==> src/sv/smm_pkg.sv <==
// shared types and constants for the square matrix multiply block
`default_nettype none

package smm_pkg;

    localparam int ELEM_W = 32;
    localparam int IDX_W  = 3;

    typedef enum logic [1:0] {
        ST_IDLE,
        ST_WAIT,
        ST_ISSUE,
        ST_DRAIN
    } t_state;

endpackage

`default_nettype wire

==> src/sv/square_matrix_multiply.sv <==
// square matrix multiply: operand memories, multiply-accumulate pipeline and result register
`default_nettype none

// Loads the elements of two MATRIX_DIM x MATRIX_DIM signed fixed point matrices A and B, one
// word per cycle while the input is not stalled, into two single-port-read memories. A word with
// compute set first stores its element, then the block sends out every element of A*B in
// row-major order, each sum taken exactly, floor-shifted by FRACTION_BITS and saturated to 32
// bits, with the last one marked. A compute word holds the input stalled while the
// MATRIX_DIM*MATRIX_DIM product elements are worked out, also through output stalls: a
// single 32x32 multiply-accumulate unit takes one term per cycle from one read port of each
// operand memory and works one product element at a time through its read, multiply and
// accumulate stages. A load word may be taken while the final result still waits to be taken.
// Elements read before being written give undefined results.
module square_matrix_multiply #(
    parameter int MATRIX_DIM    = 5,
    parameter int FRACTION_BITS = 16
) (
    input  wire logic                              i_clk,
    input  wire logic                              i_rst_n,
    input  wire logic                              i_in_valid,
    output logic                                   o_in_stall,
    input  wire logic                              i_target_matrix,
    input  wire logic [smm_pkg::IDX_W-1:0]         i_row_index,
    input  wire logic [smm_pkg::IDX_W-1:0]         i_column_index,
    input  wire logic signed [smm_pkg::ELEM_W-1:0] i_element_value,
    input  wire logic                              i_compute_now,
    output logic                                   o_out_valid,
    input  wire logic                              i_out_stall,
    output logic [smm_pkg::IDX_W-1:0]              o_result_row,
    output logic [smm_pkg::IDX_W-1:0]              o_result_column,
    output logic signed [smm_pkg::ELEM_W-1:0]      o_product_value,
    output logic                                   o_saturated,
    output logic                                   o_last_result
);
    import smm_pkg::*;

    localparam int CELLS  = MATRIX_DIM * MATRIX_DIM;
    localparam int AW     = $clog2(CELLS);
    localparam int PROD_W = 2 * ELEM_W;
    localparam int ACC_W  = PROD_W + $clog2(MATRIX_DIM);
    localparam int MUL_W  = 2 * IDX_W;
    localparam logic [IDX_W:0]   DIM_L  = (IDX_W + 1)'(MATRIX_DIM);
    localparam logic [IDX_W-1:0] LAST_I = IDX_W'(MATRIX_DIM - 1);
    localparam logic [MUL_W-1:0] DIM_M  = MUL_W'(MATRIX_DIM);

    // operand memories
    logic signed [ELEM_W-1:0] r_mem_a [CELLS];
    logic signed [ELEM_W-1:0] r_mem_b [CELLS];
    logic signed [ELEM_W-1:0] r_a_q;
    logic signed [ELEM_W-1:0] r_b_q;

    t_state           r_state, n_state;
    logic [IDX_W-1:0] r_row, n_row;
    logic [IDX_W-1:0] r_col, n_col;
    logic [IDX_W-1:0] r_k, n_k;

    logic             w_in_acc;
    logic             w_in_range;
    logic [AW-1:0]    w_wr_addr;
    logic [AW-1:0]    w_rd_a_addr;
    logic [AW-1:0]    w_rd_b_addr;
    logic             w_issue;
    logic             w_land;
    logic             w_out_free;
    logic             w_last_elem;

    // pipeline control
    logic r_s1_valid, r_s1_first, r_s1_last;
    logic r_s2_valid, r_s2_first, r_s2_last;
    logic r_s3_valid, r_s3_last;

    logic signed [PROD_W-1:0] r_prod;
    logic signed [ACC_W-1:0]  r_acc;
    logic signed [ACC_W-1:0]  w_prod_ext;
    logic signed [ACC_W-1:0]  w_shifted;
    logic                     w_fits;

    logic                     r_out_valid;
    logic [IDX_W-1:0]         r_out_row;
    logic [IDX_W-1:0]         r_out_col;
    logic signed [ELEM_W-1:0] r_out_value;
    logic                     r_out_sat;
    logic                     r_out_last;

    assign o_in_stall = (r_state != ST_IDLE);
    assign w_in_acc   = i_in_valid && !o_in_stall;
    assign w_in_range = ({1'b0, i_row_index} < DIM_L) && ({1'b0, i_column_index} < DIM_L);

    assign w_wr_addr   = AW'({{IDX_W{1'b0}}, i_row_index} * DIM_M) + AW'(i_column_index);
    assign w_rd_a_addr = AW'({{IDX_W{1'b0}}, r_row} * DIM_M) + AW'(r_k);
    assign w_rd_b_addr = AW'({{IDX_W{1'b0}}, r_k} * DIM_M) + AW'(r_col);

    assign w_issue     = (r_state == ST_ISSUE);
    assign w_land      = r_s3_valid && r_s3_last;
    assign w_out_free  = !r_out_valid || !i_out_stall;
    assign w_last_elem = (r_row == LAST_I) && (r_col == LAST_I);

    always_ff @(posedge i_clk) begin
        if (w_in_acc && w_in_range && !i_target_matrix) begin
            r_mem_a[w_wr_addr] <= i_element_value;
        end
        r_a_q <= r_mem_a[w_rd_a_addr];
    end

    always_ff @(posedge i_clk) begin
        if (w_in_acc && w_in_range && i_target_matrix) begin
            r_mem_b[w_wr_addr] <= i_element_value;
        end
        r_b_q <= r_mem_b[w_rd_b_addr];
    end

    always_comb begin
        n_state = r_state;
        n_row   = r_row;
        n_col   = r_col;
        n_k     = r_k;
        case (r_state)
            ST_IDLE: begin
                if (w_in_acc && i_compute_now) begin
                    n_row   = '0;
                    n_col   = '0;
                    n_state = ST_WAIT;
                end
            end
            ST_WAIT: begin
                // nothing else fills the result register, so once free it stays free
                if (w_out_free) begin
                    n_k     = '0;
                    n_state = ST_ISSUE;
                end
            end
            ST_ISSUE: begin
                if (r_k == LAST_I) begin
                    n_state = ST_DRAIN;
                end else begin
                    n_k = r_k + 1'b1;
                end
            end
            ST_DRAIN: begin
                if (w_land) begin
                    if (w_last_elem) begin
                        n_state = ST_IDLE;
                    end else begin
                        n_state = ST_WAIT;
                        if (r_col == LAST_I) begin
                            n_col = '0;
                            n_row = r_row + 1'b1;
                        end else begin
                            n_col = r_col + 1'b1;
                        end
                    end
                end
            end
            default: begin
                n_state = ST_IDLE;
            end
        endcase
    end

    always_ff @(posedge i_clk) begin
        if (!i_rst_n) begin
            r_state <= ST_IDLE;
            r_row   <= '0;
            r_col   <= '0;
            r_k     <= '0;
        end else begin
            r_state <= n_state;
            r_row   <= n_row;
            r_col   <= n_col;
            r_k     <= n_k;
        end
    end

    // read, multiply, accumulate
    assign w_prod_ext = $signed({{(ACC_W - PROD_W){r_prod[PROD_W-1]}}, r_prod});

    always_ff @(posedge i_clk) begin
        if (!i_rst_n) begin
            r_s1_valid <= 1'b0;
            r_s2_valid <= 1'b0;
            r_s3_valid <= 1'b0;
        end else begin
            r_s1_valid <= w_issue;
            r_s2_valid <= r_s1_valid;
            r_s3_valid <= r_s2_valid;
        end
        r_s1_first <= (r_k == '0);
        r_s1_last  <= (r_k == LAST_I);
        r_s2_first <= r_s1_first;
        r_s2_last  <= r_s1_last;
        r_s3_last  <= r_s2_last;
        r_prod     <= r_a_q * r_b_q;
        if (r_s2_valid) begin
            r_acc <= r_s2_first ? w_prod_ext : r_acc + w_prod_ext;
        end
    end

    // floor shift, then clip to 32 bits
    assign w_shifted = r_acc >>> FRACTION_BITS;
    assign w_fits    = (&w_shifted[ACC_W-1:ELEM_W-1]) || !(|w_shifted[ACC_W-1:ELEM_W-1]);

    always_ff @(posedge i_clk) begin
        if (!i_rst_n) begin
            r_out_valid <= 1'b0;
        end else if (w_land) begin
            r_out_valid <= 1'b1;
        end else if (!i_out_stall) begin
            r_out_valid <= 1'b0;
        end
        if (w_land) begin
            r_out_row  <= r_row;
            r_out_col  <= r_col;
            r_out_sat  <= !w_fits;
            r_out_last <= w_last_elem;
            if (w_fits) begin
                r_out_value <= w_shifted[ELEM_W-1:0];
            end else if (w_shifted[ACC_W-1]) begin
                r_out_value <= {1'b1, {(ELEM_W - 1){1'b0}}};
            end else begin
                r_out_value <= {1'b0, {(ELEM_W - 1){1'b1}}};
            end
        end
    end

    assign o_out_valid     = r_out_valid;
    assign o_result_row    = r_out_row;
    assign o_result_column = r_out_col;
    assign o_product_value = r_out_value;
    assign o_saturated     = r_out_sat;
    assign o_last_result   = r_out_last;

`ifndef NO_ASSERTIONS
    a_no_overwrite: assert property (@(posedge i_clk) disable iff (!i_rst_n)
        w_land |-> w_out_free)
        else $error("result lands on an untaken word");

    a_busy_stalls: assert property (@(posedge i_clk) disable iff (!i_rst_n)
        (r_s1_valid || r_s2_valid || r_s3_valid) |-> o_in_stall)
        else $error("input open while a sum is in flight");

    a_issue_state: assert property (@(posedge i_clk) disable iff (!i_rst_n)
        r_s1_valid |-> ($past(r_state) == ST_ISSUE))
        else $error("read issued outside the issue state");

    a_last_place: assert property (@(posedge i_clk) disable iff (!i_rst_n)
        (o_out_valid && o_last_result) |->
            ((o_result_row == LAST_I) && (o_result_column == LAST_I)))
        else $error("last flag on a wrong element");
`endif

endmodule

`default_nettype wire
==> config.mk <==
export PLATFORM = sky130hd
export DESIGN_NAME = square_matrix_multiply
export DESIGN_NICKNAME = d
export VERILOG_FILES = /design/src/sv/smm_pkg.sv /design/src/sv/square_matrix_multiply.sv
export SDC_FILE = /design/constraint.sdc
export NUM_CORES = 2
export LEC_CHECK = 0
export BUFFER_PORTS_ARGS = -buffer_cell sky130_fd_sc_hd__buf_2
export CAP_MARGIN = 5
export CORE_MARGIN = 4
export CORE_UTILIZATION = 45
export DETAILED_ROUTE_END_ITERATION = 10
export HOLD_SLACK_MARGIN = 0.03
export PLACE_DENSITY_LB_ADDON = 0.05
export SLEW_MARGIN = 20
export SYNTH_ARGS = -nofsm -noshare
export SYNTH_HDL_FRONTEND = slang
export SYNTH_SLANG_ARGS = --single-unit
==> constraint.sdc <==
create_clock -name i_clk -period 22.7 [get_ports i_clk]
set_input_delay 3.405 -clock i_clk [delete_from_list [all_inputs] [get_ports i_clk]]
set_output_delay 3.405 -clock i_clk [all_outputs]
set_load 0.02 [all_outputs]
Word-level counts from Yosys, hierarchy flattened
Memories as Yosys holds them, arrays and structs flattened. A register that Yosys moved wholly into a read port is not among the register bits.
Cells that the tools add are included.
{"block": "classes", "multipliers": 4, "n_mux": 27, "n_eq_ne": 14, "n_reduce_logical": 27, "n_addsub": 7, "n_lt_le_gt_ge": 2}
{"op": "$add A67 B64 Y67", "n": 1}
{"op": "$mux W67", "n": 1}
{"op": "$mul A32 B32 Y64", "n": 1}
{"op": "$mux W32", "n": 2}
{"op": "$mux W3", "n": 9}
{"op": "$reduce_and A20 Y1", "n": 1}
{"op": "$reduce_or A20 Y1", "n": 1}
{"op": "$pmux W3 S2", "n": 3}
{"op": "$add A5 B3 Y5", "n": 3}
{"op": "$mul A3 B3 Y5 const B", "n": 3}
{"op": "$ne A2 B2 Y1 const B", "n": 6}
{"op": "$add A3 B1 Y3 const B", "n": 3}
{"op": "$eq A3 B3 Y1 const B", "n": 3}
{"op": "$logic_and A1 B1 Y1", "n": 8}
{"op": "$mux W2", "n": 4}
{"op": "$pmux W2 S4", "n": 1}
{"op": "$reduce_and A4 Y1", "n": 2}
{"op": "$mux W1", "n": 7}
{"op": "$logic_not A1 Y1", "n": 6}
{"op": "$lt A3 B3 Y1 const B", "n": 2}
{"op": "$reduce_bool A2 Y1", "n": 3}
{"op": "$reduce_and A5 Y1", "n": 1}
{"op": "$eq A2 B2 Y1 const B", "n": 2}
{"op": "$ne A2 B1 Y1 const B", "n": 2}
{"op": "5 further kinds", "n": 6}
{"block": "word_totals", "input_bits": 44, "register_bits": 191, "elab_cells": 103, "ram_bits": 1600, "out_inout_bits": 42, "n_memories": 2}
{"memory": "r_mem_a", "words": 25, "width": 32, "read_ports": 1, "rd_ports_with_merged_regs": 1, "write_ports": 1, "line": "square_matrix_multiply.sv:47", "source": "logic signed [ELEM_W-1:0] r_mem_a [CELLS];"}
{"memory": "r_mem_b", "words": 25, "width": 32, "read_ports": 1, "rd_ports_with_merged_regs": 1, "write_ports": 1, "line": "square_matrix_multiply.sv:48", "source": "logic signed [ELEM_W-1:0] r_mem_b [CELLS];"}

Logic depth before layout (Yosys ltp)
{"block": "logic_depth", "ltp_word": 7, "depth_mapped": 28, "mapped_depth_nobuf": 27}

Least setup slack after synthesis
OpenSTA, ideal clock, no wires.
{"block": "synth_path", "kind": "register to register", "start": "register r_b_q[2] (read register of r_mem_b)", "end": "register r_prod[62]", "synth_period_minus_slack_ns": 7.586, "setup_time_ns": 0.072, "setup_slack_ns": 15.114, "t_required_ns": 22.628, "stages_incl_launch_ff": 26, "t_arrival_ns": 7.513, "path_buffers": 1, "cell_sequence": "dfxtp_1 clkbuf_1 nand2_1 inv_1 fa_1 fa_1 fa_1 fa_1 inv_1 fa_1 inv_1 fa_1 inv_1 fa_1 inv_1 fa_1 ha_1 a21o_1 a21o_1 a21o_1 a21o_1 a21o_1 a21oi_1 nor2b_1 a311oi_1 xnor2_1"}
{"block": "synth_between", "elab_chain_cells": 1}
{"element": "start, declared", "line": "square_matrix_multiply.sv:50", "source": "logic signed [ELEM_W-1:0] r_b_q;"}
{"element": "$mul A32 B32 Y64", "line": "square_matrix_multiply.sv:192", "source": "r_prod <= r_a_q * r_b_q;"}
{"element": "end signal, assigned", "line": "square_matrix_multiply.sv:192"}
{"element": "end, declared", "line": "square_matrix_multiply.sv:72", "source": "logic signed [PROD_W-1:0] r_prod;"}
No other way between the ends.
A chain may end at the register's enable or synchronous reset.

Worst setup path in the final report
{"block": "layout_path", "start": "register r_b_q[5] (read register of r_mem_b)", "end": "register r_prod[60]"}
Same word-level chain as after synthesis.

==> results.md <==
Logic synthesis:
- Among all flip-flop cells after synthesis, the most frequent one is edfxtp_1.
- The cell with the most instances after synthesis is edfxtp_1.
- The share of the synthesized area in the top cell type is between 40% and 50%.
- The number of nets handed over by synthesis was between 9000 and 10000.
- The xor and xnor area share after synthesis is 1.15%.
- For this run, the register share of the synthesized area comes to 49.8%.
- The top cell type by total area after synthesis is edfxtp_1.
- In this run, synthesis inferred 1707 flip-flops with an integrated enable.
- Of the total synthesized cell area, the portion taken by full adders, half adders and majority gates is 23.2%.
- The simple-gate share of the synthesized area is 7.29%.
- Sorting the synthesized cells by how often they occur yields 1707 x edfxtp_1, 1086 x fa_1, 1024 x inv_1, 698 x nand2_1, 523 x and2_1.
- The number of standard cells after synthesis is 7642.
- Summing every instance area after synthesis gives 109000 um2.
- The netlist uses 75 different library cells.
- By area, the combinational part of the netlist is dominated by adder cells.
- The mean cell area of the mapped netlist is 14.2 um2.
- The share of cell area taken by muxes after synthesis is under 10%.
- During synthesis, Yosys emitted a total of 0 warnings.
- For this run, asynchronously set or reset flops after synthesis account for 0%.
- The post-synthesis compound-gate area fraction is 3.80%.
- Counting flops and latches in the post-synthesis netlist gives 1855.
- By area the synthesized netlist is led by edfxtp_1 47%, fa_1 20%, mux4_2 8.7%.

GRT:
- The number of global-route vias before repair is approximately 66000.
- The largest net degree at the start of global routing is roughly 130.
- The remaining global-route overflow is 0.
- The overall track demand over capacity in global routing is 22.8%.
- The first global-routing pass estimated about 430 mm of wire.
- The initial antenna violation count is 7.

STA:
- The setup-violating endpoint count in the final report is 0.
- After layout, the worst setup slack is about 14 ns.
- For the final routed database, the setup TNS stands at 0 ns.
- The clock skew is between 0.1 and 0.15 ns.
- Setup repair after global routing left no endpoint under its margin.
- The number of hold-slack violations in the final timing report is 0.
- The clock period could shrink to between 8 and 9 ns.
- Headroom to the max-slew limit came out at 22.9%.
- The count of pins over their slew limit is 0.
- The transition time at the pin with the least slew margin is 1.16 ns.
- Based on the critical path, the design can be clocked at up to 113 MHz.
- The part of the cycle the worst path needs is 38.9%.

Final layout:
- The layout overhead on the synthesized area is 10.0%.
- With fillers left out, the area of the finished cells amounts to ~120000 um2.
- The count of nets after finishing is between 9000 and 10000.
- The fraction of final layout cells sized beyond drive strength 1 is 13.1%.
- Fill cells in the final layout number between 20000 and 25000.

CTS:
- The number of hold-repair buffers added at the cts stage is 0.
- The TritonCTS buffer count is just under 200.
- The root buffer cell is clkbuf_16.
- After clock tree synthesis, the setup repair step added 0 buffers.
- The count of instances resized after the clock tree is built is 0.
- After clock tree synthesis, the clock-pin slew on the worst setup and hold paths is 0.06 ns.
- The CTS tree is done.
- Counting every sink on the clock net gives approximately 1900.
- The number of buffers between clock root and the deepest sink is 3.
- The clock insertion delay at the later pin of the skew report is 0.86 ns.
- The count of H-tree levels built during CTS is 4.

Place:
- The pre-CTS setup slack is between 10 and 15 ns.
- After detailed placement, the total cell area comes to 113000 um2.
- After legalization and detailed placement, the total HPWL measured 179 mm.
- Port buffering added 85 buffers.
- The placer congestion estimate is 0.837.

Worst setup path:
- The number of cells on the worst reg-to-reg path is 25.
- Data arrives at the worst endpoint at 9.54 ns.
- The kind of cell with the highest combined delay along the critical path is adder cells.
- The worst-path maximum fanout is 32.
- The worst register-to-register path begins at r_b_q[5].
- On the critical path, the stage with the largest delay is an instance of fa_1.
- The endpoint type of the worst setup path is a flop.
- Among the stages of the critical path, the cell type that occurs most often is fa_1.
- The capture point of the worst reg-to-reg path is r_prod[60].
- The stage delay of the slowest cell on the critical path is 0.89 ns.
- STA classifies the critical path startpoint as a flop.
- The reg-to-reg setup timing slack is 13.88 ns.
- The critical path is of the reg -> reg type.
- The required arrival time at the worst endpoint is between 20 and 25 ns.
- The sum of buffers and inverters on the critical path is 8.

Route:
- The post-detailed-route DRC marker count is 0.
- After the first detailed-routing iteration, the DRC count stood at 4292.
- The residual antenna-violating net count after detailed routing is 0.
- The final layout contains routed wiring with a total length of 280 mm.
- The vias per cell is 5.46.
- The via count is 60320.
- The first-pass iteration count of the detailed router is 5.
- After detailed routing, the average wire length per cell comes to 25.4 um.

Floorplanning:
- In this run the vertical extent of the chip is roughly 500 um.
- The total area inside the core boundary comes to 241000 um2.
- The I/O pin count is 86.
- The die covers approximately 250000 um2.
- Once the floorplan was initialized, standard cells occupied 45.2% of the core.
- In this run the core area contains 180 standard-cell rows.
- The die width is approximately 500 um.

Min path:
- The tightest min-delay check is of the reg -> reg type.
- The worst hold endpoint is r_s2_last.
- The number of cells traversed by the worst hold path is 0.
- The worst hold path begins at r_s1_last.

Status:
- The flow ran to the end, and the final reports show no timing, DRC or antenna violations.

Job:
- Across the run, the number of max-cap violations was 0.
## cells by family after synthesis
kind of cell / Yosys count
flip-flops: 1855
AND/OR/NAND/NOR: 1646
buffers and inverters: 1406
adder cells (fa/ha/maj): 1370
AO/OA/AOI/OAI: 680
multiplexers: 542
XOR/XNOR: 143
## flip-flops by register name (all words and copies together), names as in the netlist, 2 cells and up
| name | count |
|---|---|
| r_col | 3 |
| r_prod | 64 |
| r_b_q | 32 |
| r_k | 3 |
| o_result_row | 3 |
| r_acc | 67 |
| o_product_value | 32 |
| r_a_q | 32 |
| r_row | 3 |
| o_result_column | 3 |
| r_state | 2 |
| r_mem_b | 800 |
| r_mem_a | 800 |
## through the flow
step | hold slack [ns] | utilization [%] | std cells
floorplan | 0.310 | - | 7642
CTS | 0.332 | 49.7 | 11033
global route | 0.344 | 49.8 | 11037
finish | 0.328 | 49.8 | 11043
detailed placement | 0.318 | 47.1 | 10668
global placement | 0.312 | 47.1 | 10668
## placed cells by master, fill, tap and decap left out, drive strengths merged, types with 28 or more instances in the layout
master / instances
a21o: 85
a21oi: 203
and2: 523
buf: 226
clkbuf: 266
clkinv: 85
dfxtp: 148
edfxtp: 1707
fa: 1086
ha: 284
inv: 1029
mux2: 28
mux2i: 91
mux4: 423
nand2: 698
nand2b: 31
nand3: 28
nand4: 32
nor2: 240
o211ai: 33
o21ai: 225
o21bai: 31
xnor2: 97
xor2: 46
## worst register-to-register path, delay by kind of cell, from the launching register on
| family | cells | cell delay (ns) |
|---|---|---|
| xor gates and xnor gates | 1 | 0.23 |
| and+or+nand+nor | 4 | 1.02 |
| AOI/OAI and AO/OA | 3 | 0.90 |
| buffers and inverters | 8 | 1.52 |
| DFF | 1 | 0.30 |
| adders and majority gates | 9 | 4.72 |
## layout make-up
cell class              count  area, um2  share of cell area, %
flip-flops and latches   1855      54200                   45.3
multi-input cells        4381      49900                   41.6
clock buffers             266       5300                   4.42
well taps                3185       3990                   3.33
inverters                1024       3840                   3.21
repair buffers            226       1610                   1.34
clock inverters            99        946                  0.790
diodes                      7       17.5                 0.0146
## per-layer routing
layer / part of all wire (%) / up-vias / global-route usage [%]
li1: - / 26319 / -
met1: 46 / 32173 / 33.3
met2: 47 / 1506 / 36.6
met3: 5.3 / 320 / 3.62
met4: 1.8 / 2 / 4.46
met5: 0.0025 / - / 0
## worst max path at each step
stage                     startpoint  cells after the start          to  slack [ns]
after floorplan             r_b_q[2]                     25  r_prod[62]       15.11
after global placement     r_a_q[31]                     23  r_prod[60]       13.85
after detailed placement   r_a_q[31]                     25  r_prod[60]       13.78
after CTS                   r_b_q[5]                     25  r_prod[60]       13.75
after global routing        r_b_q[5]                     25  r_prod[60]       13.19
final                       r_b_q[5]                     25  r_prod[60]       13.88
Power is left out: the tool's default activity adds up to more than one toggle a clock period on the data nets, which glitch-free logic cannot reach.
